==> src/sv/i2c_master_transaction_sequencer_top_defines.svh <==
// ----------------------------------------------------------------------------
// i2c master transaction sequencer assertion macros
// shared concurrent assertion wrappers, clocked on clock, reset aware
// ----------------------------------------------------------------------------
`ifndef I2C_MASTER_TRANSACTION_SEQUENCER_TOP_DEFINES_SVH
`define I2C_MASTER_TRANSACTION_SEQUENCER_TOP_DEFINES_SVH

// property checked at every edge outside reset
`define I2CMTS_ASSERT(lbl, prop, msg) \
   lbl: assert property (@(posedge clock) disable iff (reset) (prop)) else $error(msg);

// property checked at every edge, reset included
`define I2CMTS_ASSERT_ALWAYS(lbl, prop, msg) \
   lbl: assert property (@(posedge clock) (prop)) else $error(msg);

`endif

==> src/sv/i2cmts_pkg.sv <==
// ----------------------------------------------------------------------------
// i2cmts_pkg
// types and codes of the i2c master transaction sequencer
// ----------------------------------------------------------------------------
`default_nettype none

package i2cmts_pkg;

   localparam int TIMEOUT_W = 18;
   localparam logic [TIMEOUT_W-1:0] TIMEOUT_RESET = 18'd200000;

   // request kinds
   localparam logic [2:0] KIND_CMD   = 3'd0;
   localparam logic [2:0] KIND_DATA  = 3'd1;
   localparam logic [2:0] KIND_EVENT = 3'd2;
   localparam logic [2:0] KIND_TICK  = 3'd3;
   localparam logic [2:0] KIND_STOP  = 3'd4;

   // command modes
   localparam logic [1:0] MODE_WR   = 2'd0;
   localparam logic [1:0] MODE_RD   = 2'd1;
   localparam logic [1:0] MODE_WRRD = 2'd2;

   // bus actions
   localparam logic [2:0] ACT_NONE    = 3'd0;
   localparam logic [2:0] ACT_START   = 3'd1;
   localparam logic [2:0] ACT_SEND    = 3'd2;
   localparam logic [2:0] ACT_RX_ACK  = 3'd3;
   localparam logic [2:0] ACT_RX_NACK = 3'd4;
   localparam logic [2:0] ACT_STOP    = 3'd5;

   // result codes
   localparam logic [2:0] RC_OK      = 3'd0;
   localparam logic [2:0] RC_FAIL    = 3'd1;
   localparam logic [2:0] RC_NACK    = 3'd2;
   localparam logic [2:0] RC_TIMEOUT = 3'd3;
   localparam logic [2:0] RC_INVALID = 3'd4;

   // engine status codes
   localparam logic [7:0] ST_MASK         = 8'hF8;
   localparam logic [7:0] ST_START        = 8'h08;
   localparam logic [7:0] ST_REP_START    = 8'h10;
   localparam logic [7:0] ST_MT_SLA_ACK   = 8'h18;
   localparam logic [7:0] ST_MT_SLA_NACK  = 8'h20;
   localparam logic [7:0] ST_MT_DATA_ACK  = 8'h28;
   localparam logic [7:0] ST_MT_DATA_NACK = 8'h30;
   localparam logic [7:0] ST_MR_SLA_ACK   = 8'h40;
   localparam logic [7:0] ST_MR_SLA_NACK  = 8'h48;
   localparam logic [7:0] ST_MR_DATA_ACK  = 8'h50;
   localparam logic [7:0] ST_MR_DATA_NACK = 8'h58;

   // register indexes
   localparam logic CSR_ENABLE  = 1'b0;
   localparam logic CSR_TIMEOUT = 1'b1;

   typedef enum logic [3:0] {
      PH_IDLE     = 4'd0,
      PH_START    = 4'd1,
      PH_ADDR_W   = 4'd2,
      PH_DATA_REQ = 4'd3,
      PH_DATA_W   = 4'd4,
      PH_RSTART   = 4'd5,
      PH_ADDR_R   = 4'd6,
      PH_READ     = 4'd7,
      PH_STOP     = 4'd8
   } phase_type;

endpackage

`default_nettype wire

==> src/sv/i2c_master_transaction_sequencer_top.sv <==
// ----------------------------------------------------------------------------
// i2c_master_transaction_sequencer_top
// sequences start, address, data and stop of one i2c master transaction
// ----------------------------------------------------------------------------
//  channel   direction  handshake              payload
//  req_      in         req_valid / req_stall  kind, command, data, status
//  rsp_      out        rsp_valid / rsp_stall  action, bytes, done, result
//  csr_      in         csr_valid / csr_ready  csr_index, csr_wdata
//
//  one request per cycle while req_stall is low; the phase logic is combinational
//  and its result, if any, shows in the output register the next cycle
//  req_stall is high only while the output register holds a result that
//  is stalled; csr_ready is always high
//  reset (synchronous) returns to idle, disabled, timeout 200000 ticks
// ----------------------------------------------------------------------------
`default_nettype none
`include "i2c_master_transaction_sequencer_top_defines.svh"

module i2c_master_transaction_sequencer_top (
   input  wire logic       clock,
   input  wire logic       reset,
   // request channel
   input  wire logic       req_valid,
   output logic            req_stall,
   input  wire logic [2:0] req_kind,
   input  wire logic [1:0] req_mode,
   input  wire logic [6:0] req_target_address,
   input  wire logic [7:0] req_write_count,
   input  wire logic [7:0] req_read_count,
   input  wire logic [7:0] req_data_byte,
   input  wire logic [7:0] req_bus_status,
   input  wire logic [7:0] req_read_byte,
   // result channel
   output logic            rsp_valid,
   input  wire logic       rsp_stall,
   output logic [2:0]      rsp_action,
   output logic [7:0]      rsp_send_value,
   output logic            rsp_want_data,
   output logic            rsp_read_valid,
   output logic [7:0]      rsp_read_value,
   output logic            rsp_done_res,
   output logic [2:0]      rsp_result_code,
   // configuration
   input  wire logic       csr_valid,
   output logic            csr_ready,
   input  wire logic       csr_index,
   input  wire logic [i2cmts_pkg::TIMEOUT_W-1:0] csr_wdata
);

   localparam int TW = i2cmts_pkg::TIMEOUT_W;

   i2cmts_pkg::phase_type phase_ff, phase_in;
   logic          enable_ff;
   logic [TW-1:0] timeout_ff;
   logic [1:0]    mode_ff, mode_in;
   logic [6:0]    addr_ff, addr_in;
   logic [7:0]    writes_ff, writes_in;
   logic [7:0]    reads_ff, reads_in;
   logic [TW-1:0] wait_ff, wait_in;
   logic [2:0]    pending_ff, pending_in;
   logic          expect_ack_ff, expect_ack_in;

   logic          rsp_valid_ff;
   logic [2:0]    action_ff, action_in;
   logic [7:0]    send_ff, send_in;
   logic          want_ff, want_in;
   logic          rdv_ff, rdv_in;
   logic [7:0]    rdval_ff, rdval_in;
   logic          done_ff, done_in;
   logic [2:0]    code_ff, code_in;

   logic          req_accept;
   logic          rsp_accept;
   logic          res_gen;
   logic          cmd_bad;
   logic [7:0]    status;
   logic [TW-1:0] wait_inc;
   logic [7:0]    reads_dec;
   logic [7:0]    write_ack;

   assign req_stall  = rsp_valid_ff & rsp_stall;
   assign req_accept = req_valid & ~req_stall;
   assign rsp_accept = rsp_valid_ff & ~rsp_stall;
   assign csr_ready  = 1'b1;

   assign status    = req_bus_status & i2cmts_pkg::ST_MASK;
   assign wait_inc  = wait_ff + TW'(1);
   assign reads_dec = (reads_ff != 8'd0) ? reads_ff - 8'd1 : 8'd0;
   assign write_ack = (phase_ff == i2cmts_pkg::PH_ADDR_W) ? i2cmts_pkg::ST_MT_SLA_ACK
                                                         : i2cmts_pkg::ST_MT_DATA_ACK;

   always_comb begin
      unique case (req_mode)
         i2cmts_pkg::MODE_WR:   cmd_bad = (req_write_count == 8'd0);
         i2cmts_pkg::MODE_RD:   cmd_bad = (req_read_count == 8'd0);
         i2cmts_pkg::MODE_WRRD: cmd_bad = (req_write_count == 8'd0) ||
                                          (req_read_count == 8'd0);
         default:               cmd_bad = 1'b1;
      endcase
   end

   always_comb begin
      phase_in      = phase_ff;
      mode_in       = mode_ff;
      addr_in       = addr_ff;
      writes_in     = writes_ff;
      reads_in      = reads_ff;
      wait_in       = wait_ff;
      pending_in    = pending_ff;
      expect_ack_in = expect_ack_ff;
      res_gen       = 1'b0;
      action_in     = i2cmts_pkg::ACT_NONE;
      send_in       = 8'd0;
      want_in       = 1'b0;
      rdv_in        = 1'b0;
      rdval_in      = 8'd0;
      done_in       = 1'b0;
      code_in       = i2cmts_pkg::RC_OK;

      if (req_accept) begin
         unique case (req_kind)
            i2cmts_pkg::KIND_CMD: begin
               if (phase_ff == i2cmts_pkg::PH_IDLE) begin
                  res_gen = 1'b1;
                  if (!enable_ff) begin
                     done_in = 1'b1;
                     code_in = i2cmts_pkg::RC_FAIL;
                  end else if (cmd_bad) begin
                     done_in = 1'b1;
                     code_in = i2cmts_pkg::RC_INVALID;
                  end else begin
                     mode_in    = req_mode;
                     addr_in    = req_target_address;
                     writes_in  = req_write_count;
                     reads_in   = req_read_count;
                     pending_in = i2cmts_pkg::RC_OK;
                     phase_in   = i2cmts_pkg::PH_START;
                     wait_in    = '0;
                     action_in  = i2cmts_pkg::ACT_START;
                  end
               end
            end
            i2cmts_pkg::KIND_DATA: begin
               if (phase_ff == i2cmts_pkg::PH_DATA_REQ) begin
                  res_gen   = 1'b1;
                  writes_in = (writes_ff != 8'd0) ? writes_ff - 8'd1 : 8'd0;
                  phase_in  = i2cmts_pkg::PH_DATA_W;
                  wait_in   = '0;
                  action_in = i2cmts_pkg::ACT_SEND;
                  send_in   = req_data_byte;
               end
            end
            i2cmts_pkg::KIND_EVENT: begin
               unique case (phase_ff)
                  i2cmts_pkg::PH_START, i2cmts_pkg::PH_RSTART: begin
                     res_gen = 1'b1;
                     wait_in = '0;
                     if (status != i2cmts_pkg::ST_START &&
                         status != i2cmts_pkg::ST_REP_START) begin
                        pending_in = i2cmts_pkg::RC_FAIL;
                        phase_in   = i2cmts_pkg::PH_STOP;
                        action_in  = i2cmts_pkg::ACT_STOP;
                     end else if (phase_ff == i2cmts_pkg::PH_RSTART ||
                                  mode_ff == i2cmts_pkg::MODE_RD) begin
                        phase_in  = i2cmts_pkg::PH_ADDR_R;
                        action_in = i2cmts_pkg::ACT_SEND;
                        send_in   = {addr_ff, 1'b1};
                     end else begin
                        phase_in  = i2cmts_pkg::PH_ADDR_W;
                        action_in = i2cmts_pkg::ACT_SEND;
                        send_in   = {addr_ff, 1'b0};
                     end
                  end
                  i2cmts_pkg::PH_ADDR_W, i2cmts_pkg::PH_DATA_W: begin
                     res_gen = 1'b1;
                     wait_in = '0;
                     if (status == write_ack) begin
                        if (writes_ff != 8'd0) begin
                           phase_in = i2cmts_pkg::PH_DATA_REQ;
                           want_in  = 1'b1;
                        end else if (mode_ff == i2cmts_pkg::MODE_WRRD) begin
                           phase_in  = i2cmts_pkg::PH_RSTART;
                           action_in = i2cmts_pkg::ACT_START;
                        end else begin
                           pending_in = i2cmts_pkg::RC_OK;
                           phase_in   = i2cmts_pkg::PH_STOP;
                           action_in  = i2cmts_pkg::ACT_STOP;
                        end
                     end else begin
                        phase_in  = i2cmts_pkg::PH_STOP;
                        action_in = i2cmts_pkg::ACT_STOP;
                        if (status == i2cmts_pkg::ST_MT_SLA_NACK ||
                            status == i2cmts_pkg::ST_MT_DATA_NACK) begin
                           pending_in = i2cmts_pkg::RC_NACK;
                        end else begin
                           pending_in = i2cmts_pkg::RC_FAIL;
                        end
                     end
                  end
                  i2cmts_pkg::PH_ADDR_R: begin
                     res_gen = 1'b1;
                     wait_in = '0;
                     if (status == i2cmts_pkg::ST_MR_SLA_ACK) begin
                        expect_ack_in = (reads_ff > 8'd1);
                        phase_in      = i2cmts_pkg::PH_READ;
                        action_in     = (reads_ff > 8'd1) ? i2cmts_pkg::ACT_RX_ACK
                                                          : i2cmts_pkg::ACT_RX_NACK;
                     end else begin
                        phase_in   = i2cmts_pkg::PH_STOP;
                        action_in  = i2cmts_pkg::ACT_STOP;
                        pending_in = (status == i2cmts_pkg::ST_MR_SLA_NACK) ?
                                     i2cmts_pkg::RC_NACK : i2cmts_pkg::RC_FAIL;
                     end
                  end
                  i2cmts_pkg::PH_READ: begin
                     res_gen = 1'b1;
                     wait_in = '0;
                     if (status != (expect_ack_ff ? i2cmts_pkg::ST_MR_DATA_ACK
                                                  : i2cmts_pkg::ST_MR_DATA_NACK)) begin
                        pending_in = i2cmts_pkg::RC_FAIL;
                        phase_in   = i2cmts_pkg::PH_STOP;
                        action_in  = i2cmts_pkg::ACT_STOP;
                     end else begin
                        reads_in = reads_dec;
                        rdv_in   = 1'b1;
                        rdval_in = req_read_byte;
                        if (reads_dec == 8'd0) begin
                           // last byte and stop share one result
                           pending_in = i2cmts_pkg::RC_OK;
                           phase_in   = i2cmts_pkg::PH_STOP;
                           action_in  = i2cmts_pkg::ACT_STOP;
                        end else begin
                           expect_ack_in = (reads_dec > 8'd1);
                           action_in     = (reads_dec > 8'd1) ? i2cmts_pkg::ACT_RX_ACK
                                                              : i2cmts_pkg::ACT_RX_NACK;
                        end
                     end
                  end
                  default: ;
               endcase
            end
            i2cmts_pkg::KIND_TICK: begin
               if (phase_ff != i2cmts_pkg::PH_IDLE &&
                   phase_ff != i2cmts_pkg::PH_DATA_REQ) begin
                  wait_in = wait_inc;
                  if (wait_inc >= timeout_ff) begin
                     res_gen = 1'b1;
                     wait_in = '0;
                     if (phase_ff == i2cmts_pkg::PH_STOP) begin
                        phase_in = i2cmts_pkg::PH_IDLE;
                        done_in  = 1'b1;
                        code_in  = pending_ff;
                     end else begin
                        pending_in = i2cmts_pkg::RC_TIMEOUT;
                        phase_in   = i2cmts_pkg::PH_STOP;
                        action_in  = i2cmts_pkg::ACT_STOP;
                     end
                  end
               end
            end
            i2cmts_pkg::KIND_STOP: begin
               if (phase_ff == i2cmts_pkg::PH_STOP) begin
                  res_gen  = 1'b1;
                  wait_in  = '0;
                  phase_in = i2cmts_pkg::PH_IDLE;
                  done_in  = 1'b1;
                  code_in  = pending_ff;
               end
            end
            default: ;
         endcase
      end
   end

   always_ff @(posedge clock) begin
      if (reset) begin
         phase_ff      <= i2cmts_pkg::PH_IDLE;
         mode_ff       <= 2'd0;
         addr_ff       <= 7'd0;
         writes_ff     <= 8'd0;
         reads_ff      <= 8'd0;
         wait_ff       <= '0;
         pending_ff    <= i2cmts_pkg::RC_OK;
         expect_ack_ff <= 1'b0;
      end else begin
         phase_ff      <= phase_in;
         mode_ff       <= mode_in;
         addr_ff       <= addr_in;
         writes_ff     <= writes_in;
         reads_ff      <= reads_in;
         wait_ff       <= wait_in;
         pending_ff    <= pending_in;
         expect_ack_ff <= expect_ack_in;
      end
   end

   always_ff @(posedge clock) begin
      if (reset) begin
         enable_ff  <= 1'b0;
         timeout_ff <= i2cmts_pkg::TIMEOUT_RESET;
      end else if (csr_valid && csr_ready) begin
         unique case (csr_index)
            i2cmts_pkg::CSR_ENABLE:  enable_ff  <= csr_wdata[0];
            i2cmts_pkg::CSR_TIMEOUT: timeout_ff <= csr_wdata;
            default: ;
         endcase
      end
   end

   // output register, refilled in the cycle it drains
   always_ff @(posedge clock) begin
      if (reset) begin
         rsp_valid_ff <= 1'b0;
      end else if (req_accept && res_gen) begin
         rsp_valid_ff <= 1'b1;
      end else if (rsp_accept) begin
         rsp_valid_ff <= 1'b0;
      end
   end

   always_ff @(posedge clock) begin
      if (req_accept && res_gen) begin
         action_ff <= action_in;
         send_ff   <= send_in;
         want_ff   <= want_in;
         rdv_ff    <= rdv_in;
         rdval_ff  <= rdval_in;
         done_ff   <= done_in;
         code_ff   <= code_in;
      end
   end

   assign rsp_valid       = rsp_valid_ff;
   assign rsp_action      = action_ff;
   assign rsp_send_value  = send_ff;
   assign rsp_want_data   = want_ff;
   assign rsp_read_valid  = rdv_ff;
   assign rsp_read_value  = rdval_ff;
   assign rsp_done_res    = done_ff;
   assign rsp_result_code = code_ff;

   `I2CMTS_ASSERT(a_data_req_has_writes,
      (phase_ff == i2cmts_pkg::PH_DATA_REQ) |-> (writes_ff != 8'd0),
      "waiting for host data with no write bytes left")
   `I2CMTS_ASSERT(a_read_has_bytes,
      (phase_ff == i2cmts_pkg::PH_READ) |-> (reads_ff != 8'd0),
      "receiving with no read bytes left")
   `I2CMTS_ASSERT(a_stop_enters_stop_phase,
      (req_accept && res_gen && action_in == i2cmts_pkg::ACT_STOP) |=>
      (phase_ff == i2cmts_pkg::PH_STOP),
      "stop issued without entering the stop phase")
   `I2CMTS_ASSERT(a_done_back_to_idle,
      (req_accept && res_gen && done_in) |=> (phase_ff == i2cmts_pkg::PH_IDLE),
      "transaction ended but sequencer not idle")

endmodule

`default_nettype wire
==> config.mk <==
export PLATFORM = sky130hd
export DESIGN_NAME = i2c_master_transaction_sequencer_top
export DESIGN_NICKNAME = d
export VERILOG_FILES = /design/src/sv/i2cmts_pkg.sv /design/src/sv/i2c_master_transaction_sequencer_top.sv
export VERILOG_INCLUDE_DIRS = /design/src /design/src/sv
export SDC_FILE = /design/constraint.sdc
export NUM_CORES = 1
export LEC_CHECK = 0
export BUFFER_PORTS_ARGS = -buffer_cell sky130_fd_sc_hd__buf_2
export CELL_PAD_IN_SITES_DETAIL_PLACEMENT = 1
export CELL_PAD_IN_SITES_GLOBAL_PLACEMENT = 1
export CORE_MARGIN = 2
export CORE_UTILIZATION = 45
export CTS_BUF_LIST = sky130_fd_sc_hd__clkbuf_4 sky130_fd_sc_hd__clkbuf_8 sky130_fd_sc_hd__clkbuf_16
export CTS_CLUSTER_DIAMETER = 60
export DETAILED_ROUTE_END_ITERATION = 16
export PLACE_DENSITY = 0.84
export SLEW_MARGIN = 5
export SYNTH_ARGS = -nofsm -noshare
export SYNTH_HDL_FRONTEND = slang
export SYNTH_SLANG_ARGS = --single-unit
==> constraint.sdc <==
create_clock -name clock -period 9.56 [get_ports clock]
set_clock_uncertainty 0.1 [all_clocks]
set_input_delay 1.912 -clock clock [delete_from_list [all_inputs] [get_ports clock]]
set_output_delay 1.912 -clock clock [all_outputs]
set_load 0.02 [all_outputs]
==> impl_metrics.json <==
{
  "dieHeight_um": 118,
  "timing.rr.start": "wait_ff[0]$_SDFFE_PP0P_",
  "worstMarginPinSlew_ps": 1200,
  "critPathArrivalTime_ps": 5110,
  "fin_crit_sh_pct": 54.7,
  "rrSetupSlack_ps": 4330,
  "syn_area_per_cell_um2": 8.17,
  "grt_use_total_pct": 25.7,
  "clk_latency_ps": 360,
  "cts_max_path_buffers": 2,
  "drt-pass1-iter-count": 8,
  "synth-compound-area-share_pct": 19.7,
  "finalSetupViolCount": 0,
  "rsz0062_at_grt": "no",
  "mostFrequentLayoutCell": "buf_2",
  "instances_no_fill": 959,
  "ys_ff_latch": 95,
  "drv_cap": 0,
  "finalHoldViolCount": 0,
  "drc_errors": 0,
  "synth_ff_type": "dfxtp_1",
  "gp_congestion": 0.875,
  "start_kind": "register",
  "overflow": 0,
  "htreeDepth": 3,
  "drtAntennaViolNets": 0,
  "drtIter0Drc": 311,
  "critPathCaptureType": "register",
  "synth_top_family_by_area": "simple AND/OR/NAND/NOR gates",
  "fin_tns_setup_ps": 0,
  "grt_pass1_vias": 5832,
  "use_met3_pct": 5.52,
  "chipWidth_um": 118,
  "grt_antenna_before_repair": 2,
  "vias": 5601,
  "r2r_end": "rsp_read_value[5]$_SDFFCE_PP0P_",
  "avgViaCountPerCell": 5.84,
  "synth_nets": 810,
  "synth_xor_area_share_pct": 3.17,
  "dp_slack_ps": 4250,
  "fmax_mhz": 191,
  "cts_tree": "done",
  "multi_input_area_um2": 3380,
  "cts.sinks": 95,
  "path_class": "register to register",
  "grt_pass1_wl_mm": 28.8,
  "rows": 41,
  "power_leakage_nw": 2.57,
  "power_density_nw_per_um2": 146,
  "die_area_um2": 13800,
  "area_growth_syn_to_layout_pct": 15.7,
  "syn_area_um2": 5800,
  "numPlacedInstances": 942,
  "clk_pin_slew_ps": 70,
  "relSlewSlack_pct": 20.1,
  "ff_latch_area_um2": 2150,
  "dp_hpwl_mm": 12.7,
  "min_to": "timeout_ff[9]$_SDFFE_PP0P_",
  "synth_edf_count": 25,
  "cpPeakStageDelay_ps": 920,
  "wl_per_cell_um": 18.1,
  "path_max_fanout": 25,
  "synthAdderAreaFrac_pct": 5.18,
  "portBuffers": 99,
  "ir_drop_uv": 92.7,
  "hold_path.class": "register to register",
  "r2r_cells": 13,
  "cp_data_required_time_ps": 9440,
  "async_flop_share_pct": 0,
  "total_power_uw": 979,
  "hold_depth": 2,
  "yosysUniqueCellTypes": 75,
  "crit_chain": "ha_1, nand3_1, nor3_1, and3_1, nand3_1, xnor2_1, ha_1, nand4_1, nor3_1, o41ai_1, a211oi_1, nor2_1, nor2_2",
  "grt_util_met2_pct": 46.7,
  "grt_busiest_layer": "met2",
  "slowest_stage": "nor2_2",
  "fill_cells": 1581,
  "cts_setup_buffers": 0,
  "synth-seq-area-share_pct": 37.1,
  "final_nets": 881,
  "initial_core_util_pct": 46.0,
  "outcome": "completed",
  "min_from": "timeout_ff[9]$_SDFFE_PP0P_",
  "coreArea_um2": 12600,
  "synth_cells": 710,
  "ctsHoldBuffers": 0,
  "ys_warn_count": 0,
  "cts_root_buffer": "clkbuf_16",
  "grt_max_degree": 64,
  "slew_violations": 0,
  "drive_gt1_share_pct": 17.2,
  "wirelength_mm": 17.4,
  "synthMuxAreaShare_pct": 3.21,
  "synth_simple_gate_area_share_pct": 26.7,
  "grtUsageMet1_pct": 28.9,
  "final_cell_mix": "buf_2, nand2_1, nor2_1",
  "fin_crit_ps": 5230,
  "cts_resized": 0,
  "cts_inserted_buffers": 9,
  "ios": 104,
  "layout_setup_ws_ps": 4330
}
worst max-delay path by stage:
| stage | start | endpoint | slack (ps) | cells past startpoint |
|---|---|---|---|---|
| floorplan | req_kind[1] | rsp_action[0]$_SDFFCE_PN0P_ | 4790 | 8 |
| global placement | req_kind[0] | rsp_action[1]$_SDFFCE_PN0P_ | 4340 | 8 |
| detailed placement | req_kind[0] | rsp_want_data$_SDFFCE_PN0P_ | 4250 | 8 |
| CTS | wait_ff[0]$_SDFFE_PP0P_ | rsp_want_data$_SDFFCE_PN0P_ | 4280 | 13 |
| global route | wait_ff[0]$_SDFFE_PP0P_ | rsp_want_data$_SDFFCE_PN0P_ | 3870 | 13 |
| finish | wait_ff[0]$_SDFFE_PP0P_ | rsp_read_value[5]$_SDFFCE_PP0P_ | 4330 | 13 |
cell type report:
class | instances | area share (%)
inverter | 30 | 1.68
multi-input combinational | 545 | 50.3
timing repair buffer | 100 | 7.49
antenna | 1 | 0.0373
tap | 172 | 3.21
clock inverter | 6 | 1.73
sequential | 95 | 32.1
clock buffer | 10 | 3.47
critical path, delay by kind of cell, from the launching register on:
family	cells	cell delay [ps]
DFF	1	420
AOI/OAI and AO/OA	2	840
and+or+nand+nor	8	2680
xor gates and xnor gates	1	180
adders and majority gates	2	620
kinds of logic (layout without fill, tap and decap cells):
group,Yosys count,count (layout)
flops,95,95
compound gates,176,176
other cells,1,2
buf+inv,70,146
mux,17,17
fa+ha+maj,24,24
simple gates,306,306
xor+xnor,21,21
registers in the layout, indices dropped and copies added, names as in the netlist, 4 cells and up:
name	count
rsp_send_value	8
phase_ff	4
addr_ff	7
timeout_ff	18
rsp_read_value	8
reads_ff	8
writes_ff	8
wait_ff	18
metal layers:
layer	vias to the layer above	share of wire [%]
met4	2	2.4
li1	2709	-
met3	39	5.5
met2	185	52
met1	2666	40
met5	-	0.052
through the flow:
stage	area (um2)	hold WS [ps]	util [%]
2_1_floorplan	5800	336	-
3_3_place_gp	6360	344	50.4
6_report	6710	354	53.2
4_1_cts	6710	358	53.2
5_1_grt	6710	380	53.2
3_5_place_dp	6360	348	50.4
synth_stat cells, types with 9 or more instances:
cell type	instances	area (um2)
a211oi_1	13	97.6
a21oi_1	51	255
a22oi_1	19	143
and2_1	15	93.8
and3_1	9	56.3
clkbuf_1	32	120
dfxtp_1	70	1400
edfxtp_1	25	751
ha_1	24	300
inv_1	29	109
mux2i_1	13	130
nand2_1	84	315
nand2b_1	9	56.3
nand3_1	23	115
nor2_1	74	278
nor2b_1	9	56.3
nor3_1	24	120
o21ai_0	28	140
or3_1	11	68.8
xnor2_1	14	123
power by group:
part           total [mW]  internal (mW)  switching [mW]
logic               0.119         0.0422          0.0769
clock network       0.430          0.261           0.170
registers           0.430          0.422         0.00847
(Power assumes the default switching activity.)
